**src/hw/rtl/tlbpt_pkg.sv**
```systemverilog
// ----------------------------------------------------------------------------
// TLB page table translator package
// Field widths of the translation ports and default sizes of the TLB, the
// page table and the physical frame pool.
// ----------------------------------------------------------------------------
package tlbpt_pkg;

    // Fixed widths of the port fields.
    localparam int VA_W = 16;
    localparam int PA_W = 15;
    localparam int FN_W = 7;

    // Default sizes. Entry, page and byte counts are powers of two.
    localparam int TLB_ENTRIES_DEF = 16;
    localparam int PAGE_COUNT_DEF  = 256;
    localparam int FRAME_COUNT_DEF = 128;
    localparam int PAGE_BYTES_DEF  = 256;

endpackage

```
**src/hw/rtl/tlb_page_table_translator_unit.sv**
```systemverilog
// ----------------------------------------------------------------------------
// TLB page table translator
// Translates virtual addresses to physical addresses through a TLB backed by
// a page table that allocates frames on demand.
// ----------------------------------------------------------------------------
// The unit accepts one virtual address per cycle while the output side is
// ready, and returns one result per address. An accepted address is
// registered as the page table memory is read; from the input stage the TLB
// is searched, the page table answer is checked, a frame is allocated on a
// page fault, the TLB is refilled under its FIFO pointer and the result
// register is loaded. A page-table write made in the same cycle as the next
// address's read is forwarded around the memory, so back-to-back addresses
// on the same page translate correctly. After reset the page table is
// cleared one entry per cycle, and no address transfer is taken during that
// pass. When every frame is in use, a fault reports frames_exhausted with a
// zero frame and address, and nothing is allocated or cached.
// ----------------------------------------------------------------------------
module tlb_page_table_translator_unit #(
    parameter int TLB_ENTRIES = tlbpt_pkg::TLB_ENTRIES_DEF,
    parameter int PAGE_COUNT  = tlbpt_pkg::PAGE_COUNT_DEF,
    parameter int FRAME_COUNT = tlbpt_pkg::FRAME_COUNT_DEF,
    parameter int PAGE_BYTES  = tlbpt_pkg::PAGE_BYTES_DEF
) (
    input  logic                       i_clk,
    input  logic                       i_rst_n,
    input  logic                       i_valid,
    output logic                       o_ready,
    input  logic [tlbpt_pkg::VA_W-1:0] i_virtual_address,
    output logic                       o_valid,
    input  logic                       i_ready,
    output logic [tlbpt_pkg::PA_W-1:0] o_physical_address,
    output logic [tlbpt_pkg::FN_W-1:0] o_frame_number,
    output logic                       o_tlb_hit,
    output logic                       o_page_fault,
    output logic                       o_frames_exhausted
);

    import tlbpt_pkg::*;

    localparam int OFF_W = $clog2(PAGE_BYTES);
    localparam int PG_W  = $clog2(PAGE_COUNT);
    localparam int FR_W  = $clog2(FRAME_COUNT);
    localparam int NF_W  = $clog2(FRAME_COUNT + 1);
    localparam int ENT_W = FR_W + 1;

    // Input stage.
    logic                r_s1_valid;
    logic [VA_W-1:0]     r_va;

    // Page table clearing pass.
    logic                r_clr_busy;
    logic [PG_W-1:0]     r_clr_addr;

    // Last page-table write, used to forward around the memory read.
    logic                r_wr_valid;
    logic [PG_W-1:0]     r_wr_page;
    logic [FR_W-1:0]     r_wr_frame;

    logic [NF_W-1:0]     r_next_free;

    // Result register.
    logic                r_out_valid;
    logic [PA_W-1:0]     r_pa;
    logic [FN_W-1:0]     r_fn;
    logic                r_hit;
    logic                r_fault;
    logic                r_exhausted;

    logic                accept;
    logic                s1_adv;
    logic [VA_W+PG_W-1:0] in_va_ext;
    logic [VA_W+PG_W-1:0] s1_va_ext;
    logic [PG_W-1:0]     in_page;
    logic [PG_W-1:0]     s1_page;
    logic [OFF_W-1:0]    s1_offset;

    logic                tlb_hit;
    logic [FR_W-1:0]     tlb_frame;
    logic                tlb_fill;

    logic [ENT_W-1:0]    pt_rd_data;
    logic                pt_wr_en;
    logic [PG_W-1:0]     pt_wr_addr;
    logic [ENT_W-1:0]    pt_wr_data;
    logic                pt_present;
    logic [FR_W-1:0]     pt_frame;

    logic                can_alloc;
    logic                have_frame;
    logic                fault;
    logic                exhausted;
    logic [FR_W-1:0]     frame;
    logic [FR_W+OFF_W+PA_W-1:0] pa_ext;
    logic [FR_W+FN_W-1:0] fn_ext;

    // The input stage moves on when the result register is free or drains.
    assign s1_adv  = r_s1_valid && (!r_out_valid || i_ready);
    assign o_ready = !r_clr_busy && (!r_s1_valid || s1_adv);
    assign accept  = i_valid && o_ready;

    // Page number is the address divided by the page size, modulo the page
    // count; zero padding keeps the slice legal for the largest page size.
    assign in_va_ext = {{PG_W{1'b0}}, i_virtual_address};
    assign in_page   = in_va_ext[OFF_W +: PG_W];
    assign s1_va_ext = {{PG_W{1'b0}}, r_va};
    assign s1_page   = s1_va_ext[OFF_W +: PG_W];
    assign s1_offset = r_va[OFF_W-1:0];

    tlbpt_tlb #(
        .ENTRIES (TLB_ENTRIES),
        .PAGE_W  (PG_W),
        .FRAME_W (FR_W)
    ) u_tlb (
        .i_clk         (i_clk),
        .i_rst_n       (i_rst_n),
        .i_lookup_page (s1_page),
        .o_hit         (tlb_hit),
        .o_frame       (tlb_frame),
        .i_fill_en     (tlb_fill),
        .i_fill_frame  (frame)
    );

    // Each page-table word holds a present bit above the frame number.
    tlbpt_ram #(
        .WIDTH (ENT_W),
        .DEPTH (PAGE_COUNT)
    ) u_page_table (
        .i_clk     (i_clk),
        .i_wr_en   (pt_wr_en),
        .i_wr_addr (pt_wr_addr),
        .i_wr_data (pt_wr_data),
        .i_rd_en   (accept),
        .i_rd_addr (in_page),
        .o_rd_data (pt_rd_data)
    );

    // The memory misses only a write made at the edge of its own read, and
    // that write is always the most recent one, so forwarding the last write
    // on a page match is always correct.
    always_comb begin
        if (r_wr_valid && (r_wr_page == s1_page)) begin
            pt_present = 1'b1;
            pt_frame   = r_wr_frame;
        end else begin
            pt_present = pt_rd_data[FR_W];
            pt_frame   = pt_rd_data[FR_W-1:0];
        end
    end

    assign can_alloc  = r_next_free < NF_W'(FRAME_COUNT);
    assign have_frame = tlb_hit || pt_present || can_alloc;
    assign fault      = !tlb_hit && !pt_present && can_alloc;
    assign exhausted  = !tlb_hit && !pt_present && !can_alloc;
    assign tlb_fill   = s1_adv && !tlb_hit && have_frame;

    always_comb begin
        if (tlb_hit) begin
            frame = tlb_frame;
        end else if (pt_present) begin
            frame = pt_frame;
        end else begin
            frame = r_next_free[FR_W-1:0];
        end
    end

    // The clearing pass owns the write port until it is done.
    always_comb begin
        if (r_clr_busy) begin
            pt_wr_en   = 1'b1;
            pt_wr_addr = r_clr_addr;
            pt_wr_data = '0;
        end else begin
            pt_wr_en   = s1_adv && fault;
            pt_wr_addr = s1_page;
            pt_wr_data = {1'b1, frame};
        end
    end

    // Physical address is frame times page size plus offset, kept to the
    // port width.
    assign pa_ext = {{PA_W{1'b0}}, frame, s1_offset};
    assign fn_ext = {{FN_W{1'b0}}, frame};

    always_ff @(posedge i_clk) begin
        if (!i_rst_n) begin
            r_s1_valid  <= 1'b0;
            r_clr_busy  <= 1'b1;
            r_clr_addr  <= '0;
            r_wr_valid  <= 1'b0;
            r_next_free <= '0;
            r_out_valid <= 1'b0;
        end else begin
            if (accept) begin
                r_s1_valid <= 1'b1;
            end else if (s1_adv) begin
                r_s1_valid <= 1'b0;
            end

            if (r_clr_busy) begin
                if (r_clr_addr == PG_W'(PAGE_COUNT - 1)) begin
                    r_clr_busy <= 1'b0;
                end
                r_clr_addr <= r_clr_addr + 1'b1;
            end

            if (s1_adv && fault) begin
                r_wr_valid  <= 1'b1;
                r_next_free <= r_next_free + 1'b1;
            end

            if (s1_adv) begin
                r_out_valid <= 1'b1;
            end else if (i_ready) begin
                r_out_valid <= 1'b0;
            end
        end
    end

    always_ff @(posedge i_clk) begin
        if (accept) begin
            r_va <= i_virtual_address;
        end
        if (s1_adv && fault) begin
            r_wr_page  <= s1_page;
            r_wr_frame <= frame;
        end
        if (s1_adv) begin
            r_pa        <= have_frame ? pa_ext[PA_W-1:0] : '0;
            r_fn        <= have_frame ? fn_ext[FN_W-1:0] : '0;
            r_hit       <= tlb_hit;
            r_fault     <= fault;
            r_exhausted <= exhausted;
        end
    end

    assign o_valid            = r_out_valid;
    assign o_physical_address = r_pa;
    assign o_frame_number     = r_fn;
    assign o_tlb_hit          = r_hit;
    assign o_page_fault       = r_fault;
    assign o_frames_exhausted = r_exhausted;

    // A valid result never carries both fault and exhaustion, nor both hit and fault.
    a_fault_excl: assert property (@(posedge i_clk) disable iff (!i_rst_n)
        o_valid |-> !(o_page_fault && o_frames_exhausted) && !(o_tlb_hit && o_page_fault))
        else $error("fault flags overlap");

    // Exhaustion reports a zero translation.
    a_exhaust_zero: assert property (@(posedge i_clk) disable iff (!i_rst_n)
        o_valid && o_frames_exhausted |-> (o_physical_address == '0) && (o_frame_number == '0))
        else $error("exhausted result carries a frame");

    // The frame counter never passes the pool size.
    a_free_bound: assert property (@(posedge i_clk) disable iff (!i_rst_n)
        r_next_free <= NF_W'(FRAME_COUNT))
        else $error("frame counter overran");

    // A fault allocates exactly one frame.
    a_alloc_step: assert property (@(posedge i_clk) disable iff (!i_rst_n)
        s1_adv && fault |=> r_next_free == $past(r_next_free) + 1'b1)
        else $error("fault did not allocate one frame");

    // No address is taken while the page table is being cleared.
    a_clr_block: assert property (@(posedge i_clk) disable iff (!i_rst_n)
        r_clr_busy |-> !o_ready && !r_s1_valid)
        else $error("transfer during page table clear");

endmodule

```
**src/hw/rtl/tlbpt_ram.sv**
```systemverilog
// ----------------------------------------------------------------------------
// Generic single-port-write, single-port-read RAM
// One write and one registered read per cycle. A read of the address being
// written in the same cycle returns the old contents.
// ----------------------------------------------------------------------------
module tlbpt_ram #(
    parameter int WIDTH = 8,
    parameter int DEPTH = 256
) (
    input  logic                     i_clk,
    input  logic                     i_wr_en,
    input  logic [$clog2(DEPTH)-1:0] i_wr_addr,
    input  logic [WIDTH-1:0]         i_wr_data,
    input  logic                     i_rd_en,
    input  logic [$clog2(DEPTH)-1:0] i_rd_addr,
    output logic [WIDTH-1:0]         o_rd_data
);

    logic [WIDTH-1:0] r_mem [DEPTH];
    logic [WIDTH-1:0] r_rd_data;

    always_ff @(posedge i_clk) begin
        if (i_wr_en) begin
            r_mem[i_wr_addr] <= i_wr_data;
        end
    end

    always_ff @(posedge i_clk) begin
        if (i_rd_en) begin
            r_rd_data <= r_mem[i_rd_addr];
        end
    end

    assign o_rd_data = r_rd_data;

endmodule

```
**src/hw/rtl/tlbpt_tlb.sv**
```systemverilog
// ----------------------------------------------------------------------------
// Fully associative TLB with FIFO replacement
// Compares the lookup page against every valid entry in parallel; the lowest
// matching index wins. A fill writes the slot under the FIFO pointer.
// ----------------------------------------------------------------------------
module tlbpt_tlb #(
    parameter int ENTRIES = 16,
    parameter int PAGE_W  = 8,
    parameter int FRAME_W = 7
) (
    input  logic               i_clk,
    input  logic               i_rst_n,
    input  logic [PAGE_W-1:0]  i_lookup_page,
    output logic               o_hit,
    output logic [FRAME_W-1:0] o_frame,
    input  logic               i_fill_en,
    input  logic [FRAME_W-1:0] i_fill_frame
);

    localparam int SLOT_W = $clog2(ENTRIES);

    logic [ENTRIES-1:0] r_valid;
    logic [PAGE_W-1:0]  r_page  [ENTRIES];
    logic [FRAME_W-1:0] r_frame [ENTRIES];
    logic [SLOT_W-1:0]  r_fill_slot;
    logic [SLOT_W-1:0]  n_fill_slot;

    // Scan from the top down so that the lowest matching entry is kept.
    always_comb begin
        o_hit   = 1'b0;
        o_frame = '0;
        for (int i = ENTRIES - 1; i >= 0; i--) begin
            if (r_valid[i] && (r_page[i] == i_lookup_page)) begin
                o_hit   = 1'b1;
                o_frame = r_frame[i];
            end
        end
    end

    always_comb begin
        if (r_fill_slot == SLOT_W'(ENTRIES - 1)) begin
            n_fill_slot = '0;
        end else begin
            n_fill_slot = r_fill_slot + 1'b1;
        end
    end

    always_ff @(posedge i_clk) begin
        if (!i_rst_n) begin
            r_valid     <= '0;
            r_fill_slot <= '0;
        end else if (i_fill_en) begin
            r_valid[r_fill_slot] <= 1'b1;
            r_fill_slot          <= n_fill_slot;
        end
    end

    always_ff @(posedge i_clk) begin
        if (i_fill_en) begin
            r_page[r_fill_slot]  <= i_lookup_page;
            r_frame[r_fill_slot] <= i_fill_frame;
        end
    end

endmodule

```
**config.mk**
```make
export PLATFORM = sky130hd
export DESIGN_NAME = tlb_page_table_translator_unit
export DESIGN_NICKNAME = d
export VERILOG_FILES = /design/src/hw/rtl/tlbpt_pkg.sv /design/src/hw/rtl/tlb_page_table_translator_unit.sv /design/src/hw/rtl/tlbpt_ram.sv /design/src/hw/rtl/tlbpt_tlb.sv
export SDC_FILE = /design/constraint.sdc
export NUM_CORES = 2
export LEC_CHECK = 0
export BUFFER_PORTS_ARGS = -buffer_cell sky130_fd_sc_hd__buf_2
export CAP_MARGIN = 5
export CELL_PAD_IN_SITES_DETAIL_PLACEMENT = 0
export CELL_PAD_IN_SITES_GLOBAL_PLACEMENT = 1
export CORE_MARGIN = 8
export CORE_UTILIZATION = 46
export CTS_BUF_LIST = sky130_fd_sc_hd__clkbuf_4
export CTS_CLUSTER_DIAMETER = 120
export DETAILED_ROUTE_END_ITERATION = 10
export GPL_ROUTABILITY_DRIVEN = 0
export PLACE_DENSITY_LB_ADDON = 0.1
export SYNTH_ARGS = -nofsm -noshare
export SYNTH_HDL_FRONTEND = slang
export SYNTH_SLANG_ARGS = --single-unit
export TNS_END_PERCENT = 100
```
**constraint.sdc**
```tcl
create_clock -name i_clk -period 41.5 [get_ports i_clk]
set_input_delay 4.15 -clock i_clk [delete_from_list [all_inputs] [get_ports i_clk]]
set_output_delay 4.15 -clock i_clk [all_outputs]
set_load 0.01 [all_outputs]
```
==> metrics.md <==
| Metric | Value |
|---|---|
| Status | `finished clean` |
| DR DRC count | `0` |
| Clock transition at path regs | `0.07 ns` |
| NetSw | `1.017 mW` |
| Port Buffers | `46` |
| Hold Violations, Final | `0` |
| Grt total ovfl | `0` |
| Clock Sinks | `2385` |
| Logic pwr share | `2.7%` |
| Synth Warn # | `0` |
| Util after Layout | `51.67%` |
| Fin nets | `4920` |
| Top post-synthesis cells by count | `edfxtp_1 (2345), mux4_2 (640), nor2_1 (308)` |
| Crit. End Element | `flip-flop` |
| Largest stage delay on the critical path | `0.84 ns` |
| Die area | `218000 sq um` |
| CTS tree | `yes` |
| Main synth FF type | `edfxtp_1` |
| Leading area contributor after synthesis | `edfxtp_1` |
| P_int | `3.729 mW` |
| Layout cell share with drive strength beyond 1 | `33.55%` |
| Antenna violations before repair | `17` |
| Hold WC Path Type | `flip-flop to flip-flop` |
| RSZ-0062 raised after global routing | `false` |
| Rows | `165` |
| CTS resizes | `0` |
| Fillcell total | `16.41k` |
| Max Buffers Root-to-Sink | `4` |
| DRT iter0 DRCs | `4107` |
| Pwr dens | `45.45 nW/um^2` |
| CP max-delay cell | `buf_4` |
| CTS root buf | `clkbuf_4` |
| Vias in the first global route | `47.31k` |
| Total Routing Usage GR | `20.68%` |
| Clock power frac | `42.4%` |
| Sequential power share | `55.0%` |
| Die X | `466.9 microns` |
| Max-slew headroom | `16.78%` |
| Type of origin of the critical path | `primary input` |
| HPWL after detailed placement | `131.2 mm` |
| Hold Buf Count CTS | `0` |
| First-pass GRT wire length | `330.1 mm` |
| Clock skew | `0.1334 ns` |
| Worst-skew pair later-pin latency | `1.43 ns` |
| Drt via density | `5.717` |
| Drt wl/cell | `28.30 microns` |
| Post-synthesis cell type count | `73` |
| Switching fraction of total power | `21.44%` |
| Post-Syn Area | `93510 sq um` |
| Critical path arrival | `10.09 ns` |
| Post-DRT Antenna Nets | `0` |
| FMAX | `0.1111 GHz` |
| CP cell instances | `buf_8 -> buf_12 -> buf_4 -> buf_4 -> buf_4 -> mux4_2 -> mux4_2 -> a22oi_1 -> a21oi_1 -> or4_1` |
| Fraction of registers with async set/reset | `0%` |
| Core area | `202100 sq um` |
| Synth Area per Inst | `21.42 sq um` |
| Worst-Margin Slew | `1.248 ns` |
| Layout Area Growth over Synthesis | `11.68%` |
| Flops & latches, synth | `2385` |
| Final Max Slew Viols | `0` |
| Starting Density | `46.27%` |
| Seq/Total Area, Yosys | `76.16%` |
| EDFF count, synth | `2345` |
| Largest net degree at the start of global routing | `197` |
| Final Setup Violations | `0` |
| H-tree depth | `6` |
| Final setup TNS | `0 ns` |
| Period utilization | `21.68%` |
| Critical Setup Path Class | `primary input to flip-flop` |
| Top-area cell type share of the netlist area | `75.31%` |
| Final wirelength | `226.9 mm` |
| R2R setup slack | `34.60 ns` |
| Area of the multi-input gates | `21010 sq um` |
| Number of buffers created by CTS | `638` |
| Crit-path most repeated cell | `buf_4` |
| Io pins | `47` |
| Most frequent cell after synthesis | `edfxtp_1` |
| 1st-pass router iterations | `5` |
| Register Area | `71220 sq um` |
| Total number of vias | `45.85k` |
| Synth Instances | `4365` |
| Post-CTS Setup Inserts | `0` |
| Minimum clock period | `8.999 ns` |
| P_leak | `32.67 nW` |
| Worst vdd ir | `0.00002851 V` |
| Max-Cap Viols | `0` |
| Synth top area cells | `edfxtp_1 (75%), mux4_2 (15%), nor2_1 (1.2%)` |
| CP Data Required Time | `42.59 ns` |
| Die height | `466.9 microns` |
| Max Fanout on Critical Path | `124` |
| Syn_nets | `4391` |
[state kept, by name (all words and copies together), names as in the netlist, 4 cells and up]
signal                  count
o_physical_address         15
r_clr_addr                  8
r_next_free                 8
r_va                       16
r_wr_frame                  7
r_wr_page                   8
u_page_table.o_rd_data      8
u_page_table.r_mem       2048
u_tlb.r_fill_slot           4
u_tlb.r_frame             112
u_tlb.r_page              128
u_tlb.r_valid              16
[cells by family after synthesis]
group	count (synthesis)	synth area share, %
fa+ha+maj	6	0.08028
buf+inv	262	1.549
mux	651	15.53
xor+xnor	146	1.384
flops	2385	76.16
simple gates	658	3.355
compound gates	257	1.939
[power groups by stage]
stage	logic [mW]	clock network, mW	registers, mW
CTS	0.129	2.07	2.61
global placement	0.129	0	2.66
floorplan	0.0865	0	2.66
global route	0.133	2.20	2.61
detailed placement	0.129	0	2.66
finish	0.126	2.01	2.61
[layer usage]
metal | GRT usage [%] | part of all wire (%)
met4 | 6.210 | 2.2
met3 | 4.922 | 7.1
met2 | 31.77 | 47
met1 | 29.69 | 44
met5 | 0 | 0
[stage by stage]
| stage | instances | instance area, sq um | power, mW | hold WS [ns] | worst slack (ns) |
|---|---|---|---|---|---|
| 3_5_place_dp | 6925 | 96610 | 2.789 | 0.4493 | 30.99 |
| 3_3_place_gp | 6925 | 96610 | 2.789 | 0.4389 | 31.03 |
| 4_1_cts | 8000 | 104400 | 4.812 | 0.4636 | 32.51 |
| 5_1_grt | 8016 | 104400 | 4.937 | 0.4842 | 32.40 |
| 6_report | 8019 | 104400 | 4.746 | 0.4624 | 32.50 |
| 2_1_floorplan | 4365 | 93510 | 2.746 | 0.4325 | 26.45 |
[worst paths after layout]
kind,from,to,cells past startpoint
min reg2reg,u_tlb.r_valid[6]$_SDFFE_PN0N_,u_tlb.r_valid[6]$_SDFFE_PN0N_,1
max,i_virtual_address[9],u_page_table.o_rd_data[4]$_DFFE_PP_,10
min,u_tlb.r_valid[6]$_SDFFE_PN0N_,u_tlb.r_valid[6]$_SDFFE_PN0N_,1
max reg2reg,r_va[15]$_DFFE_PP_,u_page_table.r_mem[91][2]$_DFFE_PP_,13
[cell usage in the layout (no fill, tap or decap), types with 20 or more instances in the layout]
cell type  instances
a21oi_1           68
a22oi_1           66
or3_1             20
clkinv_1         112
edfxtp_1        2345
buf_4             80
nand2_1          116
mux4_2           640
and3_1            20
nand3_1           35
nand4_1           21
xnor2_1          102
nor2_1           304
xor2_1            42
buf_2             42
clkbuf_4         931
nor3_1            24
dfxtp_1           39
[worst max-delay path, delay by kind of cell]
family	cells	cell delay [ns]
simple gates	1	0.46
compound gates	2	0.65
buf+inv	5	3.44
mux	2	0.92
[cell type report]
| class | instances | area share (%) |
|---|---|---|
| Timing Repair Buffer | 131 | 0.9178 |
| Sequential cell | 2385 | 68.20 |
| Antenna cell | 18 | 0.04313 |
| Multi-Input combinational cell | 1718 | 20.12 |
| Clock inverter | 144 | 0.7452 |
| Clock buffer | 931 | 6.693 |
| Inverter | 20 | 0.08626 |
| Tap cell | 2672 | 3.201 |
Note: power is estimated with default switching activity, not from simulation.
